--- src/hw/rtl/sahal_pkg.sv ---
// Package: constants and codes for the sensor average and alarm block.
package sahal_pkg;

  localparam int NCH = 4;

  localparam int TEMP_W  = 11;
  localparam int HUM_W   = 10;
  localparam int PRES_W  = 14;
  localparam int LIGHT_W = 16;

  localparam int TEMP_OFS  = 0;
  localparam int HUM_OFS   = TEMP_OFS + TEMP_W;
  localparam int PRES_OFS  = HUM_OFS + HUM_W;
  localparam int LIGHT_OFS = PRES_OFS + PRES_W;
  localparam int ENTRY_W   = LIGHT_OFS + LIGHT_W;

  localparam int CFG_W     = 32;
  localparam int CFG_IDX_W = 3;
  localparam int ALARM_W   = 2;
  localparam int CHAN_W    = 3;
  localparam int AVG_W     = 18;

  localparam logic [CFG_IDX_W-1:0] REG_TEMP_LIMITS  = 3'd0;
  localparam logic [CFG_IDX_W-1:0] REG_HUM_LIMITS   = 3'd1;
  localparam logic [CFG_IDX_W-1:0] REG_PRES_LIMITS  = 3'd2;
  localparam logic [CFG_IDX_W-1:0] REG_LIGHT_LIMITS = 3'd3;
  localparam logic [CFG_IDX_W-1:0] REG_BUZZER_EN    = 3'd4;

  localparam logic [ALARM_W-1:0] ST_NORMAL = 2'd0;
  localparam logic [ALARM_W-1:0] ST_HIGH   = 2'd1;
  localparam logic [ALARM_W-1:0] ST_LOW    = 2'd2;

  localparam logic [CFG_W-1:0] TEMP_LIMITS_RST  = 32'd24248540;
  localparam logic [CFG_W-1:0] HUM_LIMITS_RST   = 32'd45875600;
  localparam logic [CFG_W-1:0] PRES_LIMITS_RST  = 32'd688137500;
  localparam logic [CFG_W-1:0] LIGHT_LIMITS_RST = 32'd65536050;

  localparam int DEF_SAMPLE_DEPTH    = 10;
  localparam int DEF_ALARM_WINDOW_MS = 30000;
  localparam int DEF_TOGGLE_MS       = 250;
  localparam int DEF_CALM_PERIOD_MS  = 15000;
  localparam int DEF_CALM_BEEP_MS    = 50;

  function automatic logic signed [AVG_W-1:0] hyst_of(input logic [1:0] ch);
    logic signed [AVG_W-1:0] h;
    case (ch)
      2'd0:    h = 18'sd10;
      2'd1:    h = 18'sd50;
      2'd2:    h = 18'sd20;
      default: h = 18'sd50;
    endcase
    return h;
  endfunction

endpackage

--- src/hw/rtl/sensor_average_hysteresis_alarm.sv ---
// Top level: sample ring averaging, hysteresis alarms and buzzer timing.
// Each transaction is one millisecond tick. A tick without a sample goes straight to the finish
// state; a tick with a sample runs through one shared restoring divider that works through the
// four channel sums one quotient bit per cycle.
// The input is not ready while a tick is in work; a finished result waits in the output
// register and the next tick may be accepted meanwhile.
module sensor_average_hysteresis_alarm
  import sahal_pkg::*;
#(
  parameter int SAMPLE_DEPTH    = DEF_SAMPLE_DEPTH,
  parameter int ALARM_WINDOW_MS = DEF_ALARM_WINDOW_MS,
  parameter int TOGGLE_MS       = DEF_TOGGLE_MS,
  parameter int CALM_PERIOD_MS  = DEF_CALM_PERIOD_MS,
  parameter int CALM_BEEP_MS    = DEF_CALM_BEEP_MS
) (
  input  logic                      clk,
  input  logic                      rst_n,
  input  logic                      cfg_we,
  input  logic [CFG_IDX_W-1:0]      cfg_index,
  input  logic [CFG_W-1:0]          cfg_wdata,
  input  logic                      in_valid,
  output logic                      in_ready,
  input  logic                      in_sample_valid,
  input  logic signed [TEMP_W-1:0]  in_temp_reading,
  input  logic [HUM_W-1:0]          in_hum_reading,
  input  logic [PRES_W-1:0]         in_pres_reading,
  input  logic [LIGHT_W-1:0]        in_light_reading,
  output logic                      out_valid,
  input  logic                      out_ready,
  output logic signed [TEMP_W-1:0]  out_temp_average,
  output logic [HUM_W-1:0]          out_hum_average,
  output logic [PRES_W-1:0]         out_pres_average,
  output logic [LIGHT_W-1:0]        out_light_average,
  output logic [ALARM_W-1:0]        out_temp_alarm,
  output logic [ALARM_W-1:0]        out_hum_alarm,
  output logic [ALARM_W-1:0]        out_pres_alarm,
  output logic [ALARM_W-1:0]        out_light_alarm,
  output logic [ALARM_W-1:0]        out_active_kind,
  output logic [CHAN_W-1:0]         out_active_channel,
  output logic                      out_global_alarm,
  output logic                      out_buzzer_drive
);

  localparam int SLOT_W = (SAMPLE_DEPTH > 1) ? $clog2(SAMPLE_DEPTH) : 1;
  localparam int CNT_W  = $clog2(SAMPLE_DEPTH + 1);
  localparam int SUM_W  = LIGHT_W + 2 + CNT_W;
  localparam int BIT_W  = $clog2(SUM_W);
  localparam int REM_W  = CNT_W + 1;

  localparam logic [SLOT_W-1:0] SLOT_LAST = SLOT_W'(SAMPLE_DEPTH - 1);
  localparam logic [CNT_W-1:0]  CNT_FULL  = CNT_W'(SAMPLE_DEPTH);
  localparam logic [31:0] WIN_MS  = 32'(ALARM_WINDOW_MS);
  localparam logic [31:0] TOG_MS  = 32'(TOGGLE_MS);
  localparam logic [31:0] PER_MS  = 32'(CALM_PERIOD_MS);
  localparam logic [31:0] BEEP_MS = 32'(CALM_BEEP_MS);

  localparam logic [2:0] S_IDLE  = 3'd0;
  localparam logic [2:0] S_LOAD  = 3'd1;
  localparam logic [2:0] S_DIV   = 3'd2;
  localparam logic [2:0] S_ALARM = 3'd3;
  localparam logic [2:0] S_GLOB  = 3'd4;
  localparam logic [2:0] S_FIN   = 3'd5;

  logic [2:0]                state_r;
  logic [CFG_W-1:0]          lim_r [NCH];
  logic                      buz_en_r;
  logic [ENTRY_W-1:0]        ring_r [SAMPLE_DEPTH];
  logic [SLOT_W-1:0]         slot_r;
  logic [CNT_W-1:0]          cnt_r;
  logic signed [SUM_W-1:0]   sum_r [NCH];
  logic signed [AVG_W-1:0]   avg_r [NCH];
  logic [ALARM_W-1:0]        alarm_r [NCH];
  logic                      prev_glob_r;
  logic [31:0]               now_r;
  logic [31:0]               start_r;
  logic [31:0]               tog_r;
  logic [31:0]               beep_r;
  logic                      buz_r;
  logic [1:0]                ch_r;
  logic [SUM_W-1:0]          num_r;
  logic                      neg_r;
  logic [REM_W-1:0]          rem_r;
  logic [SUM_W-1:0]          q_r;
  logic [BIT_W-1:0]          bit_r;

  logic                      o_valid_r;
  logic signed [TEMP_W-1:0]  o_temp_r;
  logic [HUM_W-1:0]          o_hum_r;
  logic [PRES_W-1:0]         o_pres_r;
  logic [LIGHT_W-1:0]        o_light_r;
  logic [ALARM_W-1:0]        o_alarm_r [NCH];
  logic [ALARM_W-1:0]        o_kind_r;
  logic [CHAN_W-1:0]         o_chan_r;
  logic                      o_glob_r;
  logic                      o_buz_r;

  logic                      in_acc;
  logic [ENTRY_W-1:0]        new_entry;
  logic signed [SUM_W-1:0]   new_f [NCH];
  logic signed [SUM_W-1:0]   old_f [NCH];
  logic signed [SUM_W-1:0]   cur_sum;
  logic [REM_W-1:0]          rem_sh;
  logic                      ge;
  logic [REM_W-1:0]          rem_nxt;
  logic [SUM_W-1:0]          q_nxt;
  logic signed [AVG_W-1:0]   avg_nxt;
  logic signed [AVG_W-1:0]   lo;
  logic signed [AVG_W-1:0]   hi;
  logic signed [AVG_W-1:0]   hyst;
  logic [ALARM_W-1:0]        alarm_nxt;
  logic                      any_alarm;
  logic [ALARM_W-1:0]        kind;
  logic [CHAN_W-1:0]         chan;
  logic                      buz_nxt;
  logic [31:0]               tog_nxt;
  logic [31:0]               beep_nxt;
  logic                      fin_go;

  assign in_ready = (state_r == S_IDLE);
  assign in_acc   = in_valid && in_ready;
  assign fin_go   = (state_r == S_FIN) && (!o_valid_r || out_ready);

  assign new_entry = {in_light_reading, in_pres_reading, in_hum_reading, in_temp_reading};

  always_comb begin
    logic [ENTRY_W-1:0] old_e;
    old_e    = ring_r[slot_r];
    new_f[0] = SUM_W'(in_temp_reading);
    new_f[1] = SUM_W'(in_hum_reading);
    new_f[2] = SUM_W'(in_pres_reading);
    new_f[3] = SUM_W'(in_light_reading);
    old_f[0] = SUM_W'($signed(old_e[TEMP_OFS +: TEMP_W]));
    old_f[1] = SUM_W'(old_e[HUM_OFS +: HUM_W]);
    old_f[2] = SUM_W'(old_e[PRES_OFS +: PRES_W]);
    old_f[3] = SUM_W'(old_e[LIGHT_OFS +: LIGHT_W]);
  end

  assign cur_sum = sum_r[ch_r];
  assign rem_sh  = {rem_r[REM_W-2:0], num_r[bit_r]};
  assign ge      = (rem_sh >= REM_W'(cnt_r));
  assign rem_nxt = ge ? (rem_sh - REM_W'(cnt_r)) : rem_sh;
  assign q_nxt   = {q_r[SUM_W-2:0], ge};

  always_comb begin
    logic [15:0] lo_h;
    logic [15:0] hi_h;
    lo_h    = lim_r[ch_r][15:0];
    hi_h    = lim_r[ch_r][31:16];
    avg_nxt = neg_r ? -AVG_W'(q_r) : AVG_W'(q_r);
    if (ch_r == 2'd0) begin
      lo = AVG_W'($signed(lo_h));
      hi = AVG_W'($signed(hi_h));
    end else begin
      lo = AVG_W'(lo_h);
      hi = AVG_W'(hi_h);
    end
    hyst      = hyst_of(ch_r);
    alarm_nxt = alarm_r[ch_r];
    if (avg_nxt < lo) begin
      alarm_nxt = ST_LOW;
    end else if (avg_nxt > hi) begin
      alarm_nxt = ST_HIGH;
    end else if (alarm_r[ch_r] == ST_LOW && avg_nxt > lo + hyst) begin
      alarm_nxt = ST_NORMAL;
    end else if (alarm_r[ch_r] == ST_HIGH && avg_nxt < hi - hyst) begin
      alarm_nxt = ST_NORMAL;
    end
  end

  always_comb begin
    any_alarm = 1'b0;
    kind      = ST_NORMAL;
    chan      = '0;
    for (int c = NCH - 1; c >= 0; c--) begin
      if (alarm_r[c] != ST_NORMAL) begin
        any_alarm = 1'b1;
        kind      = alarm_r[c];
        chan      = CHAN_W'(c + 1);
      end
    end
  end

  always_comb begin
    buz_nxt  = buz_r;
    tog_nxt  = tog_r;
    beep_nxt = beep_r;
    if (!buz_en_r) begin
      buz_nxt = 1'b0;
    end else if (any_alarm && (now_r - start_r) < WIN_MS) begin
      if ((now_r - tog_r) >= TOG_MS) begin
        tog_nxt = now_r;
        buz_nxt = !buz_r;
      end
    end else begin
      if ((now_r - beep_r) >= PER_MS) begin
        beep_nxt = now_r;
        buz_nxt  = 1'b1;
      end
      if (buz_nxt && (now_r - beep_nxt) >= BEEP_MS) begin
        buz_nxt = 1'b0;
      end
    end
  end

  always_ff @(posedge clk) begin
    if (!rst_n) begin
      state_r     <= S_IDLE;
      lim_r[0]    <= TEMP_LIMITS_RST;
      lim_r[1]    <= HUM_LIMITS_RST;
      lim_r[2]    <= PRES_LIMITS_RST;
      lim_r[3]    <= LIGHT_LIMITS_RST;
      buz_en_r    <= 1'b1;
      for (int i = 0; i < SAMPLE_DEPTH; i++) ring_r[i] <= '0;
      for (int c = 0; c < NCH; c++) begin
        sum_r[c]   <= '0;
        avg_r[c]   <= '0;
        alarm_r[c] <= ST_NORMAL;
      end
      slot_r      <= '0;
      cnt_r       <= '0;
      prev_glob_r <= 1'b0;
      now_r       <= '0;
      start_r     <= '0;
      tog_r       <= '0;
      beep_r      <= '0;
      buz_r       <= 1'b0;
      ch_r        <= '0;
      o_valid_r   <= 1'b0;
    end else begin
      if (cfg_we) begin
        unique case (cfg_index)
          REG_TEMP_LIMITS:  lim_r[0] <= cfg_wdata;
          REG_HUM_LIMITS:   lim_r[1] <= cfg_wdata;
          REG_PRES_LIMITS:  lim_r[2] <= cfg_wdata;
          REG_LIGHT_LIMITS: lim_r[3] <= cfg_wdata;
          REG_BUZZER_EN: begin
            buz_en_r <= cfg_wdata[0];
            buz_r    <= 1'b0;
          end
          default: ;
        endcase
      end
      if (o_valid_r && out_ready && !fin_go) o_valid_r <= 1'b0;
      unique case (state_r)
        S_IDLE: begin
          if (in_acc) begin
            if (in_sample_valid) begin
              ring_r[slot_r] <= new_entry;
              for (int c = 0; c < NCH; c++) sum_r[c] <= sum_r[c] - old_f[c] + new_f[c];
              slot_r  <= (slot_r == SLOT_LAST) ? '0 : slot_r + 1'b1;
              if (cnt_r != CNT_FULL) cnt_r <= cnt_r + 1'b1;
              ch_r    <= '0;
              state_r <= S_LOAD;
            end else begin
              state_r <= S_FIN;
            end
          end
        end
        S_LOAD: begin
          neg_r   <= cur_sum[SUM_W-1];
          num_r   <= cur_sum[SUM_W-1] ? SUM_W'(-cur_sum) : SUM_W'(cur_sum);
          rem_r   <= '0;
          q_r     <= '0;
          bit_r   <= BIT_W'(SUM_W - 1);
          state_r <= S_DIV;
        end
        S_DIV: begin
          rem_r <= rem_nxt;
          q_r   <= q_nxt;
          bit_r <= bit_r - 1'b1;
          if (bit_r == '0) state_r <= S_ALARM;
        end
        S_ALARM: begin
          avg_r[ch_r]   <= avg_nxt;
          alarm_r[ch_r] <= alarm_nxt;
          ch_r          <= ch_r + 1'b1;
          state_r       <= (ch_r == 2'(NCH - 1)) ? S_GLOB : S_LOAD;
        end
        S_GLOB: begin
          if (any_alarm && !prev_glob_r) start_r <= now_r;
          prev_glob_r <= any_alarm;
          state_r     <= S_FIN;
        end
        S_FIN: begin
          if (fin_go) begin
            buz_r     <= buz_nxt;
            tog_r     <= tog_nxt;
            beep_r    <= beep_nxt;
            now_r     <= now_r + 1'b1;
            o_valid_r <= 1'b1;
            state_r   <= S_IDLE;
          end
        end
        default: state_r <= S_IDLE;
      endcase
    end
  end

  always_ff @(posedge clk) begin
    if (fin_go) begin
      o_temp_r  <= avg_r[0][TEMP_W-1:0];
      o_hum_r   <= avg_r[1][HUM_W-1:0];
      o_pres_r  <= avg_r[2][PRES_W-1:0];
      o_light_r <= avg_r[3][LIGHT_W-1:0];
      for (int c = 0; c < NCH; c++) o_alarm_r[c] <= alarm_r[c];
      o_kind_r  <= kind;
      o_chan_r  <= chan;
      o_glob_r  <= any_alarm;
      o_buz_r   <= buz_nxt;
    end
  end

  assign out_valid          = o_valid_r;
  assign out_temp_average   = o_temp_r;
  assign out_hum_average    = o_hum_r;
  assign out_pres_average   = o_pres_r;
  assign out_light_average  = o_light_r;
  assign out_temp_alarm     = o_alarm_r[0];
  assign out_hum_alarm      = o_alarm_r[1];
  assign out_pres_alarm     = o_alarm_r[2];
  assign out_light_alarm    = o_alarm_r[3];
  assign out_active_kind    = o_kind_r;
  assign out_active_channel = o_chan_r;
  assign out_global_alarm   = o_glob_r;
  assign out_buzzer_drive   = o_buz_r;

endmodule
--- config.mk ---
export PLATFORM = sky130hd
export DESIGN_NAME = sensor_average_hysteresis_alarm
export DESIGN_NICKNAME = d
export VERILOG_FILES = /design/src/hw/rtl/sahal_pkg.sv /design/src/hw/rtl/sensor_average_hysteresis_alarm.sv
export SDC_FILE = /design/constraint.sdc
export NUM_CORES = 2
export LEC_CHECK = 0
export ABC_AREA = 1
export BUFFER_PORTS_ARGS = -buffer_cell sky130_fd_sc_hd__buf_2
export CORE_MARGIN = 1
export CORE_UTILIZATION = 63
export CTS_CLUSTER_SIZE = 8
export DETAILED_ROUTE_END_ITERATION = 10
export PLACE_DENSITY = 0.84
export SYNTH_ARGS = -nofsm -noshare
export SYNTH_HDL_FRONTEND = slang
export SYNTH_SLANG_ARGS = --single-unit
--- constraint.sdc ---
create_clock -name clk -period 21.4 [get_ports clk]
set_input_delay 6.42 -clock clk [delete_from_list [all_inputs] [get_ports clk]]
set_output_delay 6.42 -clock clk [all_outputs]
set_load 0.05 [all_outputs]
Yosys cells after proc, flatten, opt, wreduce, memory -nomap -nowiden
Memory sizes are Yosys's and may differ from the RTL's. A register that Yosys moved wholly into a read port is not among the register bits.
Cells that the tools add are included.
- logic and storage cells: 233
- bits in writable memories: 814
- memories: 6
- flip-flop bits (word level): 202
- input port bits: 92
- memories (name ; depth ; bits a word ; rd ports ; clocked after memory_dff ; write ports ; RTL line ; source):
    ring_r ; 10 ; 51 ; 1 ; 1 ; 10 ; sensor_average_hysteresis_alarm.sv:67 ; logic [ENTRY_W-1:0] ring_r [SAMPLE_DEPTH];
    lim_r ; 4 ; 32 ; 1 ; 1 ; 4 ; sensor_average_hysteresis_alarm.sv:65 ; logic [CFG_W-1:0] lim_r [NCH];
    sum_r ; 4 ; 22 ; 5 ; 1 ; 4 ; sensor_average_hysteresis_alarm.sv:70 ; logic signed [SUM_W-1:0] sum_r [NCH];
    avg_r ; 4 ; 18 ; 4 ; 4 ; 4 ; sensor_average_hysteresis_alarm.sv:71 ; logic signed [AVG_W-1:0] avg_r [NCH];
    alarm_r ; 4 ; 2 ; 5 ; 1 ; 4 ; sensor_average_hysteresis_alarm.sv:72 ; logic [ALARM_W-1:0] alarm_r [NCH];
    o_alarm_r ; 4 ; 2 ; 4 ; 0 ; 4 ; sensor_average_hysteresis_alarm.sv:91 ; logic [ALARM_W-1:0] o_alarm_r [NCH];
- magnitude comparators: 10
- muxes and demuxes: 105
- equality and inequality tests: 19
- bitwise logic cells: 9
- add/subtract/negate cells: 22
- reductions and logical operators: 39
- operator list (cell ; count):
    32-bit two-way mux ; 7
    32-bit subtractor ; 4
    22-bit two-way mux ; 4
    18-bit two-way mux ; 4
    51-bit two-way mux ; 1
    51-bit OR reduction ; 1
    1-bit two-way mux ; 49
    22-bit by 11-bit adder with 22-bit output ; 2
    22-bit by 11-bit subtractor with 22-bit output ; 2
    2-bit two-way mux ; 21
    18-bit greater-than comparator ; 2
    18-bit < comparator ; 2
    18-bit one-hot mux with 2 select lines ; 1
    32-bit by 1-bit adder with 32-bit output, second input constant ; 1
    32-bit by 14-bit greater-or-equal comparator with 1-bit output, second input constant ; 1
    32-bit by 6-bit greater-or-equal comparator with 1-bit output, second input constant ; 1
    32-bit by 8-bit greater-or-equal comparator with 1-bit output, second input constant ; 1
    32-bit by 15-bit < comparator with 1-bit output, second input constant ; 1
    22-bit by 15-bit adder with 22-bit output ; 1
    22-bit by 17-bit adder with 22-bit output ; 1
    22-bit negation ; 1
    22-bit by 15-bit subtractor with 22-bit output ; 1
    22-bit by 17-bit subtractor with 22-bit output ; 1
    21-bit two-way mux ; 1
    other kinds (42) ; 93

Logic depth before layout (Yosys ltp)
An unclocked memory read counts as a cell.
- word-level depth: 17
- mapped depth: 44

Worst setup path before layout
No wires, ideal clock.
- kind: input to register
- start point: input port in_sample_valid
- end point: memory ring_r[14][0] (netlist bit), enable pin
- slack: 9.862 ns
- setup time: 0.523 ns
- stages on the path: 8
- data arrival time: 11.015 ns
- path through: nand2_1 -> nor2_1 -> nand2_1 -> nor2_1 -> inv_1 -> clkbuf_1 -> clkbuf_1 -> nor3_1
- RTL lines (element ; RTL line ; source):
    start, declared ; sensor_average_hysteresis_alarm.sv:23 ; input logic in_sample_valid,
    end, declared ; sensor_average_hysteresis_alarm.sv:67 ;

==> out/metrics.csv <==
stage,metric,value,unit
critical_path,worstSetupStartpointType,primary input,
clocking,cts_tree,yes,
critical_path,crit_arrival,10650,ps
critical_path,crit_path_max_fanout,5,
timing,worstMarginPinSlew,1150,ps
route,top_layer,met5,
global_route,grt_max_degree,193,
critical_path,required,22050,ps
timing,hold_violations,0,
synthesis,synthesis.nets,8429,
final_layout,layout.nets,8535,
route,route.met2.wl,101000,µm
route,routed_wl,212000,µm
synthesis,yosysTopAreaCellShare,48.9,%
status,outcome,completed,
floorplanning,initial_core_util,63.7,%
timing,final.setup.tns,0,ps
global_route,track_usage,35.0,%
synthesis,ys_async_sr_fraction,0,%
clocking,clk_latency,840,ps
floorplanning,die_w,345,µm
critical_path,end_kind,flip-flop,
job,maxCapViolCount,0,
place,dp_hpwl,132000,µm
clocking,clock_sinks,1358,
timing,finalClockSkew,54.8,ps
route,vias,60039,
synthesis,ys.flop_type,edfxtp_1,
route,final_antenna_net_count,0,
global_route,grt_pass1_wl,324000,µm
clocking,cts_buffers,188,
timing,slew_headroom,22.5,%
timing,setup_viol,0,
synthesis,avgSynthCellArea,9.30,µm²
synthesis,ys_seq_area_share,53.0,%
synthesis,ys_ff_latch,1358,
pwr,p_leak,0.0338,µW
critical_path,r2r_slack,14740,ps
route,initialDrtViolationCount,8089,
global_route,grt_remaining_overflow,0,
timing,finalMaxSlewViolations,0,
synthesis,syn_inst,7974,
global_route,grt_antenna_before_repair,7,
final_layout,area_growth,10.1,%
floorplanning,die_area,119000,µm²
clocking,cts_setup_buffers,0,
route,dr.pass1.iters,7,
route,wl_met3,22900,µm
route,drc,0,
timing,rsz0062_at_grt,false,
route,avgViaCountPerCell,6.22,
worst_hold_path,hp-class,flip-flop to flip-flop,
clocking,cts-resized-gates,0,
clocking,cts_hold_buf,0,
final_layout,drive_above_1_share,7.82,%
synthesis,synth_area,74100,µm²
clocking,clock-root-buffer,clkbuf_16,
clocking,clk_transition_reported_paths,60,ps
place,dp.cells,9414,
clocking,cts_max_level,4,
final_layout,layout.cells.non_filler,9660,
synthesis,synth_top_cell_by_area,edfxtp_1,
floorplanning,io-pin-count,160,
floorplanning,coreArea,116000,µm²
route,wire_per_inst,21.9,µm
place,place_congestion,0.984,
pwr,ir_worst_vdd,0.102,mV
critical_path,criticalPathCategory,primary input to flip-flop,
floorplanning,die_h,345,µm
pwr,power_density,114,nW/µm²
critical_path,path_common_cell,nand2_1,
floorplanning,rows,125,
timing,max_freq,100,MHz
synthesis,synth_warnings,0,
route,wl_met1,76700,µm
clocking,clockBufferDepth,3,
synthesis,ys_types,70,
final_layout,utilization,70.2,%
synthesis,synth-edff-count,1207,
global_route,grt_pass1_vias,59027,
timing,post-route-min-period,10000,ps
synthesis,synth.area.top_cells,"edfxtp_1, inv_1, nor2_1, nand2_1, ha_1",
critical_path,slowest_delay,620,ps
place,numPortBuffers,159,
timing,min_period_over_period,46.7,%
critical_path,slowest_stage,fa_1,
==> cells in the mapped netlist, drive strengths merged (80+ instances only) <==
cell type and count:
o21ai 564, clkbuf 252, nand2 1106, a21oi 674
o211ai 220, nor3 80, edfxtp 1207, nand4 80
nor2 1151, inv 1205, nand3 268, mux2i 205
ha 297, dfxtp 151, xor2 92
==> stage by stage <==
stage / hold slack (ps) / worst slack (ps) / total power, µW / instance area, µm²
floorplan: 400 / 9860 / 5710 / 74100
global placement: 401 / 10780 / 6400 / 76400
detailed placement: 405 / 10700 / 6490 / 76400
CTS: 406 / 11560 / 9200 / 81700
global route: 410 / 11010 / 9750 / 81700
finish: 411 / 11400 / 9280 / 81700
==> sequential cells by signal, summed over array words and instances, names as in the netlist, 5 cells and up, named ones only <==
| name | count |
|---|---|
| start_r | 32 |
| sum_r | 88 |
| bit_r | 5 |
| q_r | 18 |
| alarm_r | 8 |
| out_light_average | 16 |
| num_r | 22 |
| out_hum_average | 10 |
| now_r | 32 |
| o_alarm_r | 8 |
| out_pres_average | 14 |
| lim_r | 128 |
| avg_r | 51 |
| out_temp_average | 11 |
| beep_r | 32 |
| tog_r | 32 |
| ring_r | 816 |
==> final timing paths <==
check,from,to,cells past startpoint
worst max-delay path,in_hum_reading[1],sum_r[1][21],31
worst min-delay path,avg_r[0][1],out_temp_average[1],0
worst max register to register,flip-flop,sum_r[1][21],34
worst min register to register,avg_r[0][1],out_temp_average[1],0
==> worst max-delay path: cells and delay by family <==
| family | cells | cell delay (ps) |
|---|---|---|
| buffers and inverters | 7 | 660 |
| AO/OA/AOI/OAI | 10 | 1620 |
| adder cells (fa/ha/maj) | 2 | 890 |
| AND/OR/NAND/NOR | 12 | 1050 |
==> cells by family (layout without fill, tap and decap cells) <==
family,after synthesis,in the layout,share of synthesized area (%)
buffers and inverters,1529,1685,7.81
and+or+nand+nor,2767,2767,15.8
adders and majority gates,363,363,6.79
DFF,1358,1358,53.0
muxes,205,205,2.77
AOI/OAI and AO/OA,1620,1620,12.3
other,0,6,0
xor gates and xnor gates,132,132,1.56
==> cell type report <==
class	count	area (µm²)
Fill cell	8096	34700
Multi-Input combinational cell	5087	29300
Inverter	1213	4560
Tap cell	1524	1910
Timing Repair Buffer	232	1400
Clock buffer	224	4880
Sequential cell	1358	39300
Antenna cell	6	15.0
Clock inverter	16	348
==> placed cells by master, fill, tap and decap left out, types with 14 or more instances in the layout <==
| cell | instances |
|---|---|
| edfxtp_1 | 1207 |
| inv_1 | 1179 |
| nor2_1 | 1118 |
| nand2_1 | 1056 |
| a21oi_1 | 668 |
| o21ai_0 | 554 |
| ha_1 | 297 |
| nand3_1 | 257 |
| o211ai_1 | 220 |
| mux2i_1 | 205 |
| clkbuf_16 | 189 |
| buf_2 | 158 |
| dfxtp_1 | 146 |
| xor2_1 | 92 |
| nor3_1 | 71 |
| buf_4 | 70 |
| nand4_1 | 69 |
| fa_1 | 66 |
| xnor2_1 | 40 |
| nand2_2 | 39 |
| or2_2 | 36 |
| clkbuf_1 | 33 |
| inv_2 | 26 |
| nor2_2 | 22 |
| a32oi_1 | 22 |
| o21a_1 | 20 |
| o21bai_1 | 19 |
| a31oi_1 | 19 |
| nor4_1 | 14 |
==> report_power, final <==
| part | switching, µW | leakage, µW | internal (µW) |
|---|---|---|---|
| clock | 1120 | 0.00253 | 1590 |
| sequential | 82.4 | 0.0132 | 3070 |
| combinational | 2290 | 0.0180 | 1130 |
| total | 3490 | 0.0338 | 5780 |
==> per-layer routing <==
metal,GRT usage (%),vias up
li1,-,27121
met1,43.3,28217
met2,57.6,3865
met3,7.03,834
met4,19.3,2
met5,0,-
(Power assumes the default switching activity.)
